==> src/design/csr_pkg.sv <==
// Shared constants, request types and status types for the circle span rasterizer.
// Used by every module of the block; depends on nothing.
package csr_pkg;

    localparam int MAX_RADIUS_DEF = 15;
    localparam int RAD_W          = 4;
    localparam int COORD_W        = 12;
    localparam int X_W            = COORD_W + 1;
    localparam int ROW_W          = 10;
    localparam int COL_W          = 11;
    localparam int SQ_W           = 2 * RAD_W;
    localparam int RT_W           = RAD_W;
    localparam int BIT_W          = $clog2(RT_W);
    localparam int CFG_IDX_W      = 1;
    localparam int CFG_DATA_W     = 11;

    localparam logic [COL_W-1:0] FW_RESET = 11'd1024;
    localparam logic [ROW_W-1:0] FH_RESET = 10'd480;

    localparam logic [CFG_IDX_W-1:0] CFG_FRAME_WIDTH  = 1'b0;
    localparam logic [CFG_IDX_W-1:0] CFG_FRAME_HEIGHT = 1'b1;

    typedef struct packed {
        logic                      mode;
        logic signed [COORD_W-1:0] center_x;
        logic signed [COORD_W-1:0] center_y;
        logic [RAD_W-1:0]          radius;
        logic [RAD_W-1:0]          thickness;
    } circle_req_t;

    typedef struct packed {
        logic [ROW_W-1:0] row;
        logic [COL_W-1:0] span_start;
        logic [COL_W-1:0] span_end;
        logic             last;
    } span_req_t;

    typedef struct packed {
        logic busy;
        logic done;
    } sq_stat_t;

endpackage

==> src/design/csr_stream_if.sv <==
// Valid/ready stream interface carrying one request of a chosen payload type.
// The payload types come from csr_pkg.
interface csr_stream_if #(parameter type payload_t = logic);
    logic     valid;
    logic     ready;
    payload_t payload;

    modport source (output valid, output payload, input ready);
    modport sink (input valid, input payload, output ready);
endinterface

==> src/design/csr_isqrt.sv <==
// Iterative floor square root, one result bit per cycle by trial squaring.
// Depends on csr_pkg for widths and the status type.
module csr_isqrt (
    input  logic                      clk,
    input  logic                      rst_n,
    input  logic                      start,
    input  logic [csr_pkg::SQ_W-1:0]  operand,
    output csr_pkg::sq_stat_t         stat,
    output logic [csr_pkg::RT_W-1:0]  root
);

    logic [csr_pkg::SQ_W-1:0]  val_reg;
    logic [csr_pkg::RT_W-1:0]  root_reg;
    logic [csr_pkg::RT_W-1:0]  root_next;
    logic [csr_pkg::BIT_W-1:0] bit_reg;
    logic                      busy_reg;
    logic                      done_reg;
    logic [csr_pkg::RT_W-1:0]  trial;
    logic [csr_pkg::SQ_W-1:0]  trial_sq;

    always_comb
    begin
        trial     = root_reg | (csr_pkg::RT_W'(1) << bit_reg);
        trial_sq  = csr_pkg::SQ_W'(trial) * csr_pkg::SQ_W'(trial);
        root_next = (trial_sq <= val_reg) ? trial : root_reg;
    end

    always_ff @(posedge clk or negedge rst_n)
    begin
        if (!rst_n)
        begin
            val_reg  <= '0;
            root_reg <= '0;
            bit_reg  <= '0;
            busy_reg <= 1'b0;
            done_reg <= 1'b0;
        end
        else if (start)
        begin
            val_reg  <= operand;
            root_reg <= '0;
            bit_reg  <= csr_pkg::BIT_W'(csr_pkg::RT_W - 1);
            busy_reg <= 1'b1;
            done_reg <= 1'b0;
        end
        else if (busy_reg)
        begin
            root_reg <= root_next;
            if (bit_reg == '0)
            begin
                busy_reg <= 1'b0;
                done_reg <= 1'b1;
            end
            else
            begin
                bit_reg <= bit_reg - 1'b1;
            end
        end
        else
        begin
            done_reg <= 1'b0;
        end
    end

    assign stat.busy = busy_reg;
    assign stat.done = done_reg;
    assign root      = root_reg;

endmodule

==> src/design/csr_span_clip.sv <==
// Clamps a signed column interval to the visible frame and flags empty spans.
// Depends on csr_pkg for widths.
module csr_span_clip (
    input  logic signed [csr_pkg::X_W-1:0] x_lo,
    input  logic signed [csr_pkg::X_W-1:0] x_hi,
    input  logic [csr_pkg::COL_W-1:0]      width,
    output logic                           ok,
    output logic [csr_pkg::COL_W-1:0]      lo,
    output logic [csr_pkg::COL_W-1:0]      hi
);

    logic signed [csr_pkg::X_W-1:0] wm1;
    logic signed [csr_pkg::X_W-1:0] lo_c;
    logic signed [csr_pkg::X_W-1:0] hi_c;

    always_comb
    begin
        wm1  = $signed({2'b00, width}) - $signed(csr_pkg::X_W'(1));
        lo_c = (x_lo < 0) ? '0 : x_lo;
        hi_c = (x_hi > wm1) ? wm1 : x_hi;
        ok   = (lo_c <= hi_c);
        lo   = lo_c[csr_pkg::COL_W-1:0];
        hi   = hi_c[csr_pkg::COL_W-1:0];
    end

endmodule

==> src/design/circle_span_rasterizer.sv <==
// Top level of the circle span rasterizer: sequencer, frame registers, output stage.
// Depends on csr_pkg, csr_stream_if, csr_isqrt and csr_span_clip.
//
// A circle request enters on the circle channel and the block answers with
// horizontal spans on the span channel, top row first; the last span of a
// circle carries last. A circle that covers no visible pixel yields no span.
// The frame size is set through the write port (index 0 width, index 1
// height); the user must write it only while the block is idle, and the
// block itself does not enforce this. The block takes one circle at a time.
// A circle passes through setup, then for each visible row through the
// square root of the outer half-width, for a ring row with an inner
// half-width also of the inner one, and the span states, then a flush; the
// shared 4-step square root unit serves the outer and the inner half-width.
// Spans are held one deep so the last one can be marked, then go to an
// output register; a stalled receiver holds the sequencer at its next span
// and a new circle is accepted while the final span still waits.
// Reset restores width 1024 and height 480 and empties the output stage.
module circle_span_rasterizer #(
    parameter int MAX_RADIUS = csr_pkg::MAX_RADIUS_DEF
) (
    input  logic                            clk,
    input  logic                            rst_n,
    csr_stream_if.sink                      circle,
    csr_stream_if.source                    span,
    input  logic                            cfg_we,
    input  logic [csr_pkg::CFG_IDX_W-1:0]   cfg_index,
    input  logic [csr_pkg::CFG_DATA_W-1:0]  cfg_data
);

    localparam int RW = csr_pkg::RAD_W;
    localparam int XW = csr_pkg::X_W;
    localparam int SW = csr_pkg::SQ_W;
    localparam int YW = csr_pkg::ROW_W;
    localparam logic [RW-1:0] R_MAX = RW'(MAX_RADIUS);

    typedef enum logic [3:0] {
        S_IDLE, S_SETUP, S_ROW, S_SQO, S_WO, S_SQI, S_WI, S_SPL, S_SPR, S_FLUSH
    } state_t;

    state_t state_reg, state_next;

    logic [csr_pkg::COL_W-1:0] frame_width_reg;
    logic [YW-1:0]             frame_height_reg;

    logic                              ring_reg, ring_next;
    logic signed [csr_pkg::COORD_W-1:0] cx_reg, cx_next;
    logic signed [csr_pkg::COORD_W-1:0] cy_reg, cy_next;
    logic [RW-1:0]                     r_reg, r_next;
    logic [RW-1:0]                     inner_reg, inner_next;
    logic [SW-1:0]                     r2_reg, r2_next;
    logic [SW-1:0]                     in2_reg, in2_next;
    logic [SW-1:0]                     dy2_reg, dy2_next;
    logic [YW-1:0]                     y_reg, y_next;
    logic [YW-1:0]                     y1_reg, y1_next;
    logic [RW-1:0]                     dout_reg, dout_next;
    logic [RW-1:0]                     din_reg, din_next;
    logic                              pend_valid_reg, pend_valid_next;
    csr_pkg::span_req_t                pend_reg, pend_next;
    logic                              out_valid_reg, out_valid_next;
    csr_pkg::span_req_t                out_reg, out_next;

    logic                  sq_start;
    logic [SW-1:0]         sq_operand;
    csr_pkg::sq_stat_t     sq_stat;
    logic [RW-1:0]         sq_root;

    logic signed [XW-1:0]  clip_lo_in;
    logic signed [XW-1:0]  clip_hi_in;
    logic                  clip_ok;
    logic [csr_pkg::COL_W-1:0] clip_lo;
    logic [csr_pkg::COL_W-1:0] clip_hi;

    logic [RW-1:0]         rsat;
    logic signed [XW-1:0]  cx_ext;
    logic signed [XW-1:0]  cy_ext;
    logic signed [XW-1:0]  ylo;
    logic signed [XW-1:0]  yhi;
    logic signed [XW-1:0]  fhm1;
    logic signed [XW-1:0]  dy;
    logic signed [XW-1:0]  dy_abs;
    logic signed [XW-1:0]  dout_ext;
    logic signed [XW-1:0]  din_ext;
    logic                  out_free;
    logic                  span_go;
    logic                  row_done;

    csr_isqrt u_isqrt (
        .clk     (clk),
        .rst_n   (rst_n),
        .start   (sq_start),
        .operand (sq_operand),
        .stat    (sq_stat),
        .root    (sq_root)
    );

    csr_span_clip u_clip (
        .x_lo  (clip_lo_in),
        .x_hi  (clip_hi_in),
        .width (frame_width_reg),
        .ok    (clip_ok),
        .lo    (clip_lo),
        .hi    (clip_hi)
    );

    always_ff @(posedge clk or negedge rst_n)
    begin
        if (!rst_n)
        begin
            frame_width_reg  <= csr_pkg::FW_RESET;
            frame_height_reg <= csr_pkg::FH_RESET;
        end
        else if (cfg_we)
        begin
            unique case (cfg_index)
                csr_pkg::CFG_FRAME_WIDTH:  frame_width_reg  <= cfg_data[csr_pkg::COL_W-1:0];
                csr_pkg::CFG_FRAME_HEIGHT: frame_height_reg <= cfg_data[YW-1:0];
            endcase
        end
    end

    always_comb
    begin
        rsat     = (circle.payload.radius > R_MAX) ? R_MAX : circle.payload.radius;
        cx_ext   = $signed({cx_reg[csr_pkg::COORD_W-1], cx_reg});
        cy_ext   = $signed({cy_reg[csr_pkg::COORD_W-1], cy_reg});
        ylo      = cy_ext - $signed({{(XW-RW){1'b0}}, r_reg});
        yhi      = cy_ext + $signed({{(XW-RW){1'b0}}, r_reg});
        fhm1     = $signed({{(XW-YW){1'b0}}, frame_height_reg}) - $signed(XW'(1));
        if (ylo < 0)
            ylo = '0;
        if (yhi > fhm1)
            yhi = fhm1;
        dy       = $signed({{(XW-YW){1'b0}}, y_reg}) - cy_ext;
        dy_abs   = dy[XW-1] ? -dy : dy;
        dout_ext = $signed({{(XW-RW){1'b0}}, dout_reg});
        din_ext  = $signed({{(XW-RW){1'b0}}, din_reg});
        out_free = !out_valid_reg || span.ready;

        if (state_reg == S_SPR)
        begin
            clip_lo_in = cx_ext + din_ext;
            clip_hi_in = cx_ext + dout_ext;
        end
        else
        begin
            clip_lo_in = cx_ext - dout_ext;
            clip_hi_in = ring_reg ? (cx_ext - din_ext) : (cx_ext + dout_ext);
        end
        span_go  = !clip_ok || !pend_valid_reg || out_free;
        row_done = (y_reg == y1_reg);

        state_next      = state_reg;
        ring_next       = ring_reg;
        cx_next         = cx_reg;
        cy_next         = cy_reg;
        r_next          = r_reg;
        inner_next      = inner_reg;
        r2_next         = r2_reg;
        in2_next        = in2_reg;
        dy2_next        = dy2_reg;
        y_next          = y_reg;
        y1_next         = y1_reg;
        dout_next       = dout_reg;
        din_next        = din_reg;
        pend_valid_next = pend_valid_reg;
        pend_next       = pend_reg;
        out_valid_next  = out_valid_reg && !span.ready;
        out_next        = out_reg;
        sq_start        = 1'b0;
        sq_operand      = r2_reg - dy2_reg;

        unique case (state_reg)
            S_IDLE:
            begin
                if (circle.valid)
                begin
                    ring_next  = circle.payload.mode;
                    cx_next    = circle.payload.center_x;
                    cy_next    = circle.payload.center_y;
                    r_next     = rsat;
                    inner_next = (rsat > circle.payload.thickness) ?
                                 (rsat - circle.payload.thickness) : '0;
                    state_next = S_SETUP;
                end
            end
            S_SETUP:
            begin
                r2_next  = SW'(r_reg) * SW'(r_reg);
                in2_next = SW'(inner_reg) * SW'(inner_reg);
                y_next   = ylo[YW-1:0];
                y1_next  = yhi[YW-1:0];
                state_next = (ylo > yhi) ? S_FLUSH : S_ROW;
            end
            S_ROW:
            begin
                dy2_next   = SW'(dy_abs[RW-1:0]) * SW'(dy_abs[RW-1:0]);
                state_next = S_SQO;
            end
            S_SQO:
            begin
                sq_start   = 1'b1;
                state_next = S_WO;
            end
            S_WO:
            begin
                if (sq_stat.done)
                begin
                    dout_next = sq_root;
                    if (ring_reg && (in2_reg > dy2_reg))
                    begin
                        state_next = S_SQI;
                    end
                    else
                    begin
                        din_next   = '0;
                        state_next = S_SPL;
                    end
                end
            end
            S_SQI:
            begin
                sq_start   = 1'b1;
                sq_operand = in2_reg - dy2_reg;
                state_next = S_WI;
            end
            S_WI:
            begin
                if (sq_stat.done)
                begin
                    din_next   = sq_root;
                    state_next = S_SPL;
                end
            end
            S_SPL, S_SPR:
            begin
                if (span_go)
                begin
                    if (clip_ok)
                    begin
                        if (pend_valid_reg)
                        begin
                            out_valid_next = 1'b1;
                            out_next       = pend_reg;
                        end
                        pend_valid_next      = 1'b1;
                        pend_next.row        = y_reg;
                        pend_next.span_start = clip_lo;
                        pend_next.span_end   = clip_hi;
                        pend_next.last       = 1'b0;
                    end
                    if ((state_reg == S_SPL) && ring_reg)
                    begin
                        state_next = S_SPR;
                    end
                    else if (row_done)
                    begin
                        state_next = S_FLUSH;
                    end
                    else
                    begin
                        y_next     = y_reg + 1'b1;
                        state_next = S_ROW;
                    end
                end
            end
            S_FLUSH:
            begin
                if (!pend_valid_reg)
                begin
                    state_next = S_IDLE;
                end
                else if (out_free)
                begin
                    out_valid_next  = 1'b1;
                    out_next        = pend_reg;
                    out_next.last   = 1'b1;
                    pend_valid_next = 1'b0;
                    state_next      = S_IDLE;
                end
            end
            default:
            begin
                state_next = S_IDLE;
            end
        endcase
    end

    always_ff @(posedge clk or negedge rst_n)
    begin
        if (!rst_n)
        begin
            state_reg      <= S_IDLE;
            ring_reg       <= 1'b0;
            cx_reg         <= '0;
            cy_reg         <= '0;
            r_reg          <= '0;
            inner_reg      <= '0;
            r2_reg         <= '0;
            in2_reg        <= '0;
            dy2_reg        <= '0;
            y_reg          <= '0;
            y1_reg         <= '0;
            dout_reg       <= '0;
            din_reg        <= '0;
            pend_valid_reg <= 1'b0;
            pend_reg       <= '0;
            out_valid_reg  <= 1'b0;
            out_reg        <= '0;
        end
        else
        begin
            state_reg      <= state_next;
            ring_reg       <= ring_next;
            cx_reg         <= cx_next;
            cy_reg         <= cy_next;
            r_reg          <= r_next;
            inner_reg      <= inner_next;
            r2_reg         <= r2_next;
            in2_reg        <= in2_next;
            dy2_reg        <= dy2_next;
            y_reg          <= y_next;
            y1_reg         <= y1_next;
            dout_reg       <= dout_next;
            din_reg        <= din_next;
            pend_valid_reg <= pend_valid_next;
            pend_reg       <= pend_next;
            out_valid_reg  <= out_valid_next;
            out_reg        <= out_next;
        end
    end

    assign circle.ready = (state_reg == S_IDLE);
    assign span.valid   = out_valid_reg;
    assign span.payload = out_reg;

    // The root unit is never restarted while it is still iterating.
    a_sq_no_restart: assert property (@(posedge clk) disable iff (!rst_n)
        sq_start |-> !sq_stat.busy)
        else $error("square root started while busy");

    // A stalled span request stays offered and unchanged until it is taken.
    a_span_hold: assert property (@(posedge clk) disable iff (!rst_n)
        (span.valid && !span.ready) |=> (span.valid && $stable(span.payload)))
        else $error("stalled span changed or dropped");

    // Clipping never yields an inverted span.
    a_span_order: assert property (@(posedge clk) disable iff (!rst_n)
        span.valid |-> (span.payload.span_start <= span.payload.span_end))
        else $error("span start beyond span end");

    // A new circle is only taken when no span of the previous one is pending.
    a_accept_clean: assert property (@(posedge clk) disable iff (!rst_n)
        (circle.valid && circle.ready) |-> !pend_valid_reg)
        else $error("circle accepted with a pending span");

endmodule

==> src/flat_wrapper.sv <==
// flat-port wrapper written by rule: the top's interface ports become plain ports
module circle_span_rasterizer_flat 
#(
    parameter int MAX_RADIUS = csr_pkg::MAX_RADIUS_DEF
)
  (clk, rst_n, cfg_we, cfg_index, cfg_data, circle_valid, circle_payload, circle_ready, span_valid, span_payload, span_ready);
  csr_stream_if #(.payload_t(csr_pkg::circle_req_t)) circle_i ();
  csr_stream_if #(.payload_t(csr_pkg::span_req_t)) span_i ();
  input  logic clk;
  input  logic rst_n;
  input  logic cfg_we;
  input  logic [csr_pkg::CFG_IDX_W-1:0] cfg_index;
  input  logic [csr_pkg::CFG_DATA_W-1:0] cfg_data;
  input wire logic [$bits(circle_i.valid)-1:0] circle_valid;
  input wire logic [$bits(circle_i.payload)-1:0] circle_payload;
  output wire logic [$bits(circle_i.ready)-1:0] circle_ready;
  output wire logic [$bits(span_i.valid)-1:0] span_valid;
  output wire logic [$bits(span_i.payload)-1:0] span_payload;
  input wire logic [$bits(span_i.ready)-1:0] span_ready;
  assign circle_i.valid = circle_valid;
  assign circle_i.payload = circle_payload;
  assign circle_ready = circle_i.ready;
  assign span_valid = span_i.valid;
  assign span_payload = span_i.payload;
  assign span_i.ready = span_ready;
  circle_span_rasterizer #(.MAX_RADIUS(MAX_RADIUS)) u_core (.clk(clk), .rst_n(rst_n), .circle(circle_i), .span(span_i), .cfg_we(cfg_we), .cfg_index(cfg_index), .cfg_data(cfg_data));
endmodule
==> config.mk <==
export PLATFORM = sky130hd
export DESIGN_NAME = circle_span_rasterizer_flat
export DESIGN_NICKNAME = d
export VERILOG_FILES = /design/src/design/csr_pkg.sv /design/src/design/csr_stream_if.sv /design/src/design/csr_isqrt.sv /design/src/design/csr_span_clip.sv /design/src/design/circle_span_rasterizer.sv /design/src/flat_wrapper.sv
export SDC_FILE = /design/constraint.sdc
export NUM_CORES = 1
export LEC_CHECK = 0
export BUFFER_PORTS_ARGS = -buffer_cell sky130_fd_sc_hd__buf_2
export CAP_MARGIN = 5
export CORE_ASPECT_RATIO = 1.2
export CORE_MARGIN = 4
export CORE_UTILIZATION = 65
export DETAILED_ROUTE_END_ITERATION = 10
export HOLD_SLACK_MARGIN = 0.08
export PLACE_DENSITY = 0.85
export SLEW_MARGIN = 20
export SYNTH_ARGS = -nofsm -noshare
export SYNTH_HDL_FRONTEND = slang
export SYNTH_SLANG_ARGS = --single-unit
==> constraint.sdc <==
create_clock -name clk -period 15.9 [get_ports clk]
set_input_delay 1.59 -clock clk [delete_from_list [all_inputs] [get_ports clk]]
set_output_delay 1.59 -clock clk [all_outputs]
set_load 0.01 [all_outputs]
# [Yosys cells after proc, flatten, opt, wreduce, memory -nomap -nowiden]
# Index checks and enable logic that the tools add are counted.
[classes] shift=1 reduce_logical=31 div=0 order_cmp=10 muxes=60 n_eq_ne=24 bitwise_logic=2 n_addsub=15 n_mul=4
[ops] cell="33-bit two-way mux" n=5
[ops] cell="13-bit two-way mux" n=7
[ops] cell="4-bit two-way mux" n=18
[ops] cell="33-bit case mux with 2 select lines" n=1
[ops] cell="12-bit by 5-bit adder with 13-bit output" n=3
[ops] cell="13-bit greater-than comparator" n=3
[ops] cell="12-bit by 5-bit subtractor with 13-bit output" n=3
[ops] cell="4-bit case mux with 9 select lines" n=1
[ops] cell="4-bit by 4-bit multiplier with 8-bit output" n=4
[ops] cell="10-bit two-way mux" n=3
[ops] cell="13-bit by 1-bit < comparator with 1-bit output (second input constant)" n=2
[ops] cell="10-bit case mux with 2 select lines" n=1
[ops] cell="4-bit by 3-bit == test with 1-bit output (second input constant)" n=4
[ops] cell="1-bit two-way mux" n=16
[ops] cell="8-bit subtractor" n=2
[ops] cell="13-bit <= comparator" n=1
[ops] cell="11-bit by 12-bit subtractor with 13-bit output" n=1
[ops] cell="2-bit by 1-bit inequality test with 1-bit output (second input constant)" n=6
[ops] cell="2-bit inequality test (second input constant)" n=6
[ops] cell="2-bit AND reduction" n=6
[ops] cell="11-bit by 1-bit subtractor with 12-bit output (second input constant)" n=1
[ops] cell="10-bit by 1-bit subtractor with 11-bit output (second input constant)" n=1
[ops] cell="10-bit by 1-bit adder with 10-bit output (second input constant)" n=1
[ops] cell="10-bit == test" n=1
[ops] cell="other kinds (30)" n=50
[word_totals] out_inout_bits=35 regBits=193 latchBits=0 wordCells=176 ramBits=0 romBits=0 memories=0

# [Longest topological paths before layout]
[depth] ltp_word=11 ltp_mapped=29 depth_no_buf=25

# [Cells and area by module]
# Synthesis repeated with hierarchy kept, for this count alone.
[hier_totals] cells_unflattened=1398 hier_area_um2=13649.3
[by_module_without_submodules] mod="circle_span_rasterizer" seq_area_each_um2=4360.4 n_inst=1 area_per_inst_um2=11233.3 cells_each=1117
[by_module_without_submodules] mod="csr_span_clip" seq_area_each_um2=0.0 n_inst=1 area_per_inst_um2=1323.8 cells_each=165
[by_module_without_submodules] mod="csr_isqrt" seq_area_each_um2=400.4 n_inst=1 area_per_inst_um2=1092.3 cells_each=116

# [Least setup slack after synthesis]
# No wires, ideal clock.
[synth_timing] kind="reg2reg" startpoint="register u_core.cx_reg[3] (netlist name)" endpoint="register u_core.out_reg (netlist bit u_core.span.payload[10])" stages_incl_launch_ff=27 period_less_slack_ns=5.940 setup_time_ns=0.125 required_time_ns=15.775 path_slack_ns=9.960 arrival_ns=5.815 cell_sequence="dfrtp_1 ha_1 or3_1 or2_1 or3_4 a211o_2 o22ai_1 xor2_1 ha_1 nand2_1 or3_1 a21oi_1 and4b_1 or2_2 clkbuf_1 clkbuf_1 nor2_1 a21oi_1 ha_1 a2111oi_0 o21ai_0 o31ai_1 o31a_1 and2_4 o211a_4 buf_12 mux2_4"
[synth_between] elab_chain_len=11 elab_cells_between_ends=18 classes_between="4 x add/sub; 3 x order compare; 2 x eq/ne; 5 x mux; 4 x reduce/logical"
[synth_rtl] item="from (decl)" line_no="circle_span_rasterizer.sv:46" text="logic signed [csr_pkg::COORD_W-1:0] cx_reg, cx_next;"
[synth_rtl] item="from (signal assigned)" line_no="circle_span_rasterizer.sv:314" text="cx_reg <= cx_next;"
[synth_rtl] item="12-bit by 5-bit adder with 13-bit output or 12-bit by 5-bit subtractor with 13-bit output (tied branches)" line_no="circle_span_rasterizer.sv:142, circle_span_rasterizer.sv:147"
[synth_rtl] item="13-bit two-way mux" line_no="circle_span_rasterizer.sv:147" text="clip_hi_in = ring_reg ? (cx_ext - din_ext) : (cx_ext + dout_ext);"
[synth_rtl] item="13-bit two-way mux" line_no="circle_span_rasterizer.sv:139" text="if (state_reg == S_SPR)"
[synth_rtl] item="13-bit greater-than comparator" line_no="csr_span_clip.sv:20" text="hi_c = (x_hi > wm1) ? wm1 : x_hi;"
[synth_rtl] item="13-bit two-way mux" line_no="csr_span_clip.sv:20"
[synth_rtl] item="13-bit <= comparator *" line_no="csr_span_clip.sv:21" text="ok = (lo_c <= hi_c);"
[synth_rtl] item="1-bit zero test" line_no="circle_span_rasterizer.sv:149" text="span_go = !clip_ok || !pend_valid_reg || out_free;"
[synth_rtl] item="1-bit logical OR (2 in series)" line_no="circle_span_rasterizer.sv:149"
[synth_rtl] item="2-bit by 1-bit inequality test with 1-bit output (no line)"
[synth_rtl] item="6-bit AND reduction (no line) *"
[synth_rtl] item="to (signal assigned)" line_no="circle_span_rasterizer.sv:328" text="out_reg <= out_next;"
[synth_rtl] item="to (decl)" line_no="circle_span_rasterizer.sv:60" text="csr_pkg::span_req_t out_reg, out_next;"
# Every way passes the cells marked *; elsewhere a longest branch is shown, timed or not.
# A chain may end at the register's enable or synchronous reset.

# [Worst setup path after layout]
[layout_timing] startpoint="register u_core.state_reg[3]" endpoint="register u_core.pend_reg[6] (netlist name)"
[layout_between] elab_chain_len=9 elab_cells_between_ends=14 classes_between="3 x order compare; 2 x eq/ne; 4 x mux; 5 x reduce/logical"
[layout_rtl] item="from (decl)" line_no="circle_span_rasterizer.sv:40" text="state_t state_reg, state_next;"
[layout_rtl] item="from (signal assigned)" line_no="circle_span_rasterizer.sv:312" text="state_reg <= state_next;"
[layout_rtl] item="4-bit == test" line_no="circle_span_rasterizer.sv:139, circle_span_rasterizer.sv:172"
[layout_rtl] item="13-bit two-way mux" line_no="circle_span_rasterizer.sv:139"
[layout_rtl] item="13-bit by 1-bit < comparator with 1-bit output or 13-bit greater-than comparator (tied branches)" line_no="csr_span_clip.sv:19, csr_span_clip.sv:20"
[layout_rtl] item="13-bit two-way mux, on equally long branches" line_no="csr_span_clip.sv:19, csr_span_clip.sv:20"
[layout_rtl] item="13-bit <= comparator" line_no="csr_span_clip.sv:21"
[layout_rtl] item="1-bit zero test" line_no="circle_span_rasterizer.sv:149"
[layout_rtl] item="1-bit logical OR (2 in series)" line_no="circle_span_rasterizer.sv:149"
[layout_rtl] item="3-bit AND reduction (no line)"
[layout_rtl] item="to (signal assigned)" line_no="circle_span_rasterizer.sv:326" text="pend_reg <= pend_next;"
[layout_rtl] item="to (decl)" line_no="circle_span_rasterizer.sv:58" text="csr_pkg::span_req_t pend_reg, pend_next;"
# Several ways; a longest one is shown, not always the timed one.

==> impl_metrics.toml <==
[yosys]
synth_nets = 1594
ys_ff_latch = 190
synth_top_area_share = 0.347
synth_compound_gate_area_share = 0.142
synth_fa_ha_area_frac = 0.147
synthDistinctLibCells = 77
synth-seq-area-share = 0.357
synth_common_cells = "dfrtp_1 (185), nand2_1 (140), ha_1 (136)"
async_reset_ff_frac = 1.00
synth_edf_count = 0
synth_area_leaders = "dfrtp_1 (35%), ha_1 (13%), mux2_2 (6.4%)"
synth_xor_area_frac = 0.0578
synthCells = 1395
synthSimpleGateAreaFrac = 0.150
synth_top_area_cell = "dfrtp_1"
synthesis.area_um2 = 13300
synthMuxAreaShare = 0.105
synthFlopType = "dfrtp_1"
ys_warn_count = 0
synth_top_family_by_area = "simple AND/OR/NAND/NOR gates"
avgSynthCellArea_um2 = 9.55
yosysMostFrequentCell = "dfrtp_1"

[die]
dieHeight_um = 165
die-area_um2 = 22900
start_util = 0.660
core_region_area_um2 = 20200
core.rowCount = 57
io_pins = 85
die_w_um = 139

[route]
vias_per_cell = 6.11
ant_nets = 0
first_pass_iters = 7
wirelength_mm = 31.8
via_count = 10600
wire_per_inst_um = 18.3
drtIter0Drc = 612
drc = 0

[clocking]
clkTransAtPathRegs_ns = 0.08
cts.repair.resized = 0
cts_sinks = 190
cts_inserted_buffers = 17
clk_latency_ns = 0.45
tritoncts = "done"
post_cts.repair.setup_buffers = 0
cts_buffer_depth = 2
htree_levels = 4
cts_hold_buffers = 0
cts_root_buf = "clkbuf_16"

[timing]
tightestPinTransition_ns = 1.04
rsz0062_at_grt = "false"
skew_ns = 0.0124
finalCritPeriodShare = 0.451
hold_violations = 0
max_slew_margin = 0.303
setup_ws_ns = 8.73
min_period_ns = 7.17
finalSetupTns_ns = 0
setup_viol = 0
report.final.slew_viol_count = 0
maxClockFrequency_mhz = 140

[critical_path]
cp-start-kind = "register"
reg2reg_depth = 21
path_class = "reg -> reg"
worstPathArrival_ns = 7.47
worst_setup_path_end_kind = "register"
rrSetupSlack_ns = 8.73
crit_required_ns = 16.20
crit-reg2reg-capture = "u_core.pend_reg[6]$_DFFE_PN0P_"
r2r_start = "u_core.state_reg[3]$_DFFE_PN0P_"
critPathMaxFanout = 47
critPathLaunch = "u_core.state_reg[3]$_DFFE_PN0P_"

[placement]
pre_cts_ws_ns = 8.57
numPortBuffers = 84
hpwl_mm = 24.0
gp_congestion = 0.961

[job]
cap_viol_max_count = 0

[global_route]
grtUsageTotal = 0.280
antenna_found_initial = 0
grt_pass1_vias = 10600
grt_pass1_wl_mm = 51.7
grt_max_degree = 114
grt_overflow = 0

[final_layout]
largest_reg_flops = 33
area_growth_pct = 9.11
antenna_cells = 0
final_nets = 1659
drive_gt1_frac = 0.172

[worst_hold_path]
hold_class = "reg -> reg"
holdPathStages = 2
whs_endpoint = "u_core.u_isqrt.val_reg[3]$_DFFE_PN0N_"
hold_path_startpoint = "u_core.u_isqrt.val_reg[3]$_DFFE_PN0N_"

[status]
status = "finished clean"
## per-stage QoR
step / utilization / hold slack, ns / area, um^2 / std cells
after floorplan: - / 0.443 / 13300 / 1395
after global placement: 0.689 / 0.463 / 13900 / 1706
after detailed placement: 0.689 / 0.471 / 13900 / 1706
after CTS: 0.720 / 0.487 / 14500 / 1738
after global routing: 0.720 / 0.513 / 14500 / 1738
final: 0.720 / 0.481 / 14500 / 1738
## worst max path at each step
stage	depth (start not counted)	slack [ns]	endpoint
after global placement	21	8.65	u_core.pend_reg[6]$_DFFE_PN0P_
after CTS	22	8.45	u_core.pend_reg[6]$_DFFE_PN0P_
after floorplan	26	9.96	u_core.span.payload[10]$_DFFE_PN0P_
final	21	8.73	u_core.pend_reg[6]$_DFFE_PN0P_
after detailed placement	21	8.57	u_core.pend_reg[6]$_DFFE_PN0P_
after global routing	21	8.22	u_core.pend_reg[6]$_DFFE_PN0P_
## area by class of cell
class	count	area (um^2)
sequential	190	4760
clock buffer	17	425
timing repair buffer	89	467
fill	1456	5640
inverter	86	323
clock inverter	15	191
tap	265	332
multi-input combinational	1076	8040
## metal layers
metal / global-route usage / vias up / routed length (um)
met5: 0 / - / 0
met4: 0.129 / 0 / 1390
met3: 0.0443 / 95 / 1490
met2: 0.515 / 355 / 16300
met1: 0.321 / 5092 / 12600
li1: - / 5071 / -
## logic make-up (layout without fill, tap and decap cells)
logic type	after synthesis	in the layout
simple gates	417	417
compound gates	307	307
flops	190	190
fa+ha+maj	149	149
buf+inv	129	207
mux	115	115
xor+xnor	88	88
## worst max-delay path, stage by stage, from the launching register on
cell     delay (ns)
dfrtp_1        0.61
nor4b_4        0.70
nor2_1         0.20
or2_2          0.38
o32ai_1        0.19
xor2_1         0.15
ha_1           0.34
nand4_1        0.12
or3_1          0.40
a21oi_1        0.12
and4b_1        0.23
or2_2          0.47
nor2_1         0.16
a21oi_1        0.07
ha_1           0.34
o21ai_0        0.23
a21oi_1        0.08
o31a_1         0.25
o31ai_1        0.29
o31a_1         0.27
nand3_2        0.71
o21ai_0        0.65
## cells in the final DEF (no fill, tap or decap), types with 5 or more instances in the layout
master,n
nand3_1,27
dfstp_2,5
o31ai_1,12
ha_1,136
fa_1,13
and3_1,12
o21ai_0,110
nor3_1,29
a21boi_0,5
nor2b_1,23
nand4_1,16
or2_2,6
a21oi_1,75
a21o_1,17
inv_1,86
buf_2,83
mux2i_1,9
or3_1,10
nand2b_1,18
nor2_1,94
o21a_1,15
a22o_1,8
nor4_1,12
xnor2_1,58
dfrtp_1,185
mux2_2,76
mux2_4,30
buf_4,5
a211oi_1,8
and2_1,10
xor2_1,30
clkbuf_16,17
nand2_1,140
o22ai_1,10
o211ai_1,8
Power is not shown: default switching activity piles up to over one toggle a cycle in this logic, so the estimate is an artifact.
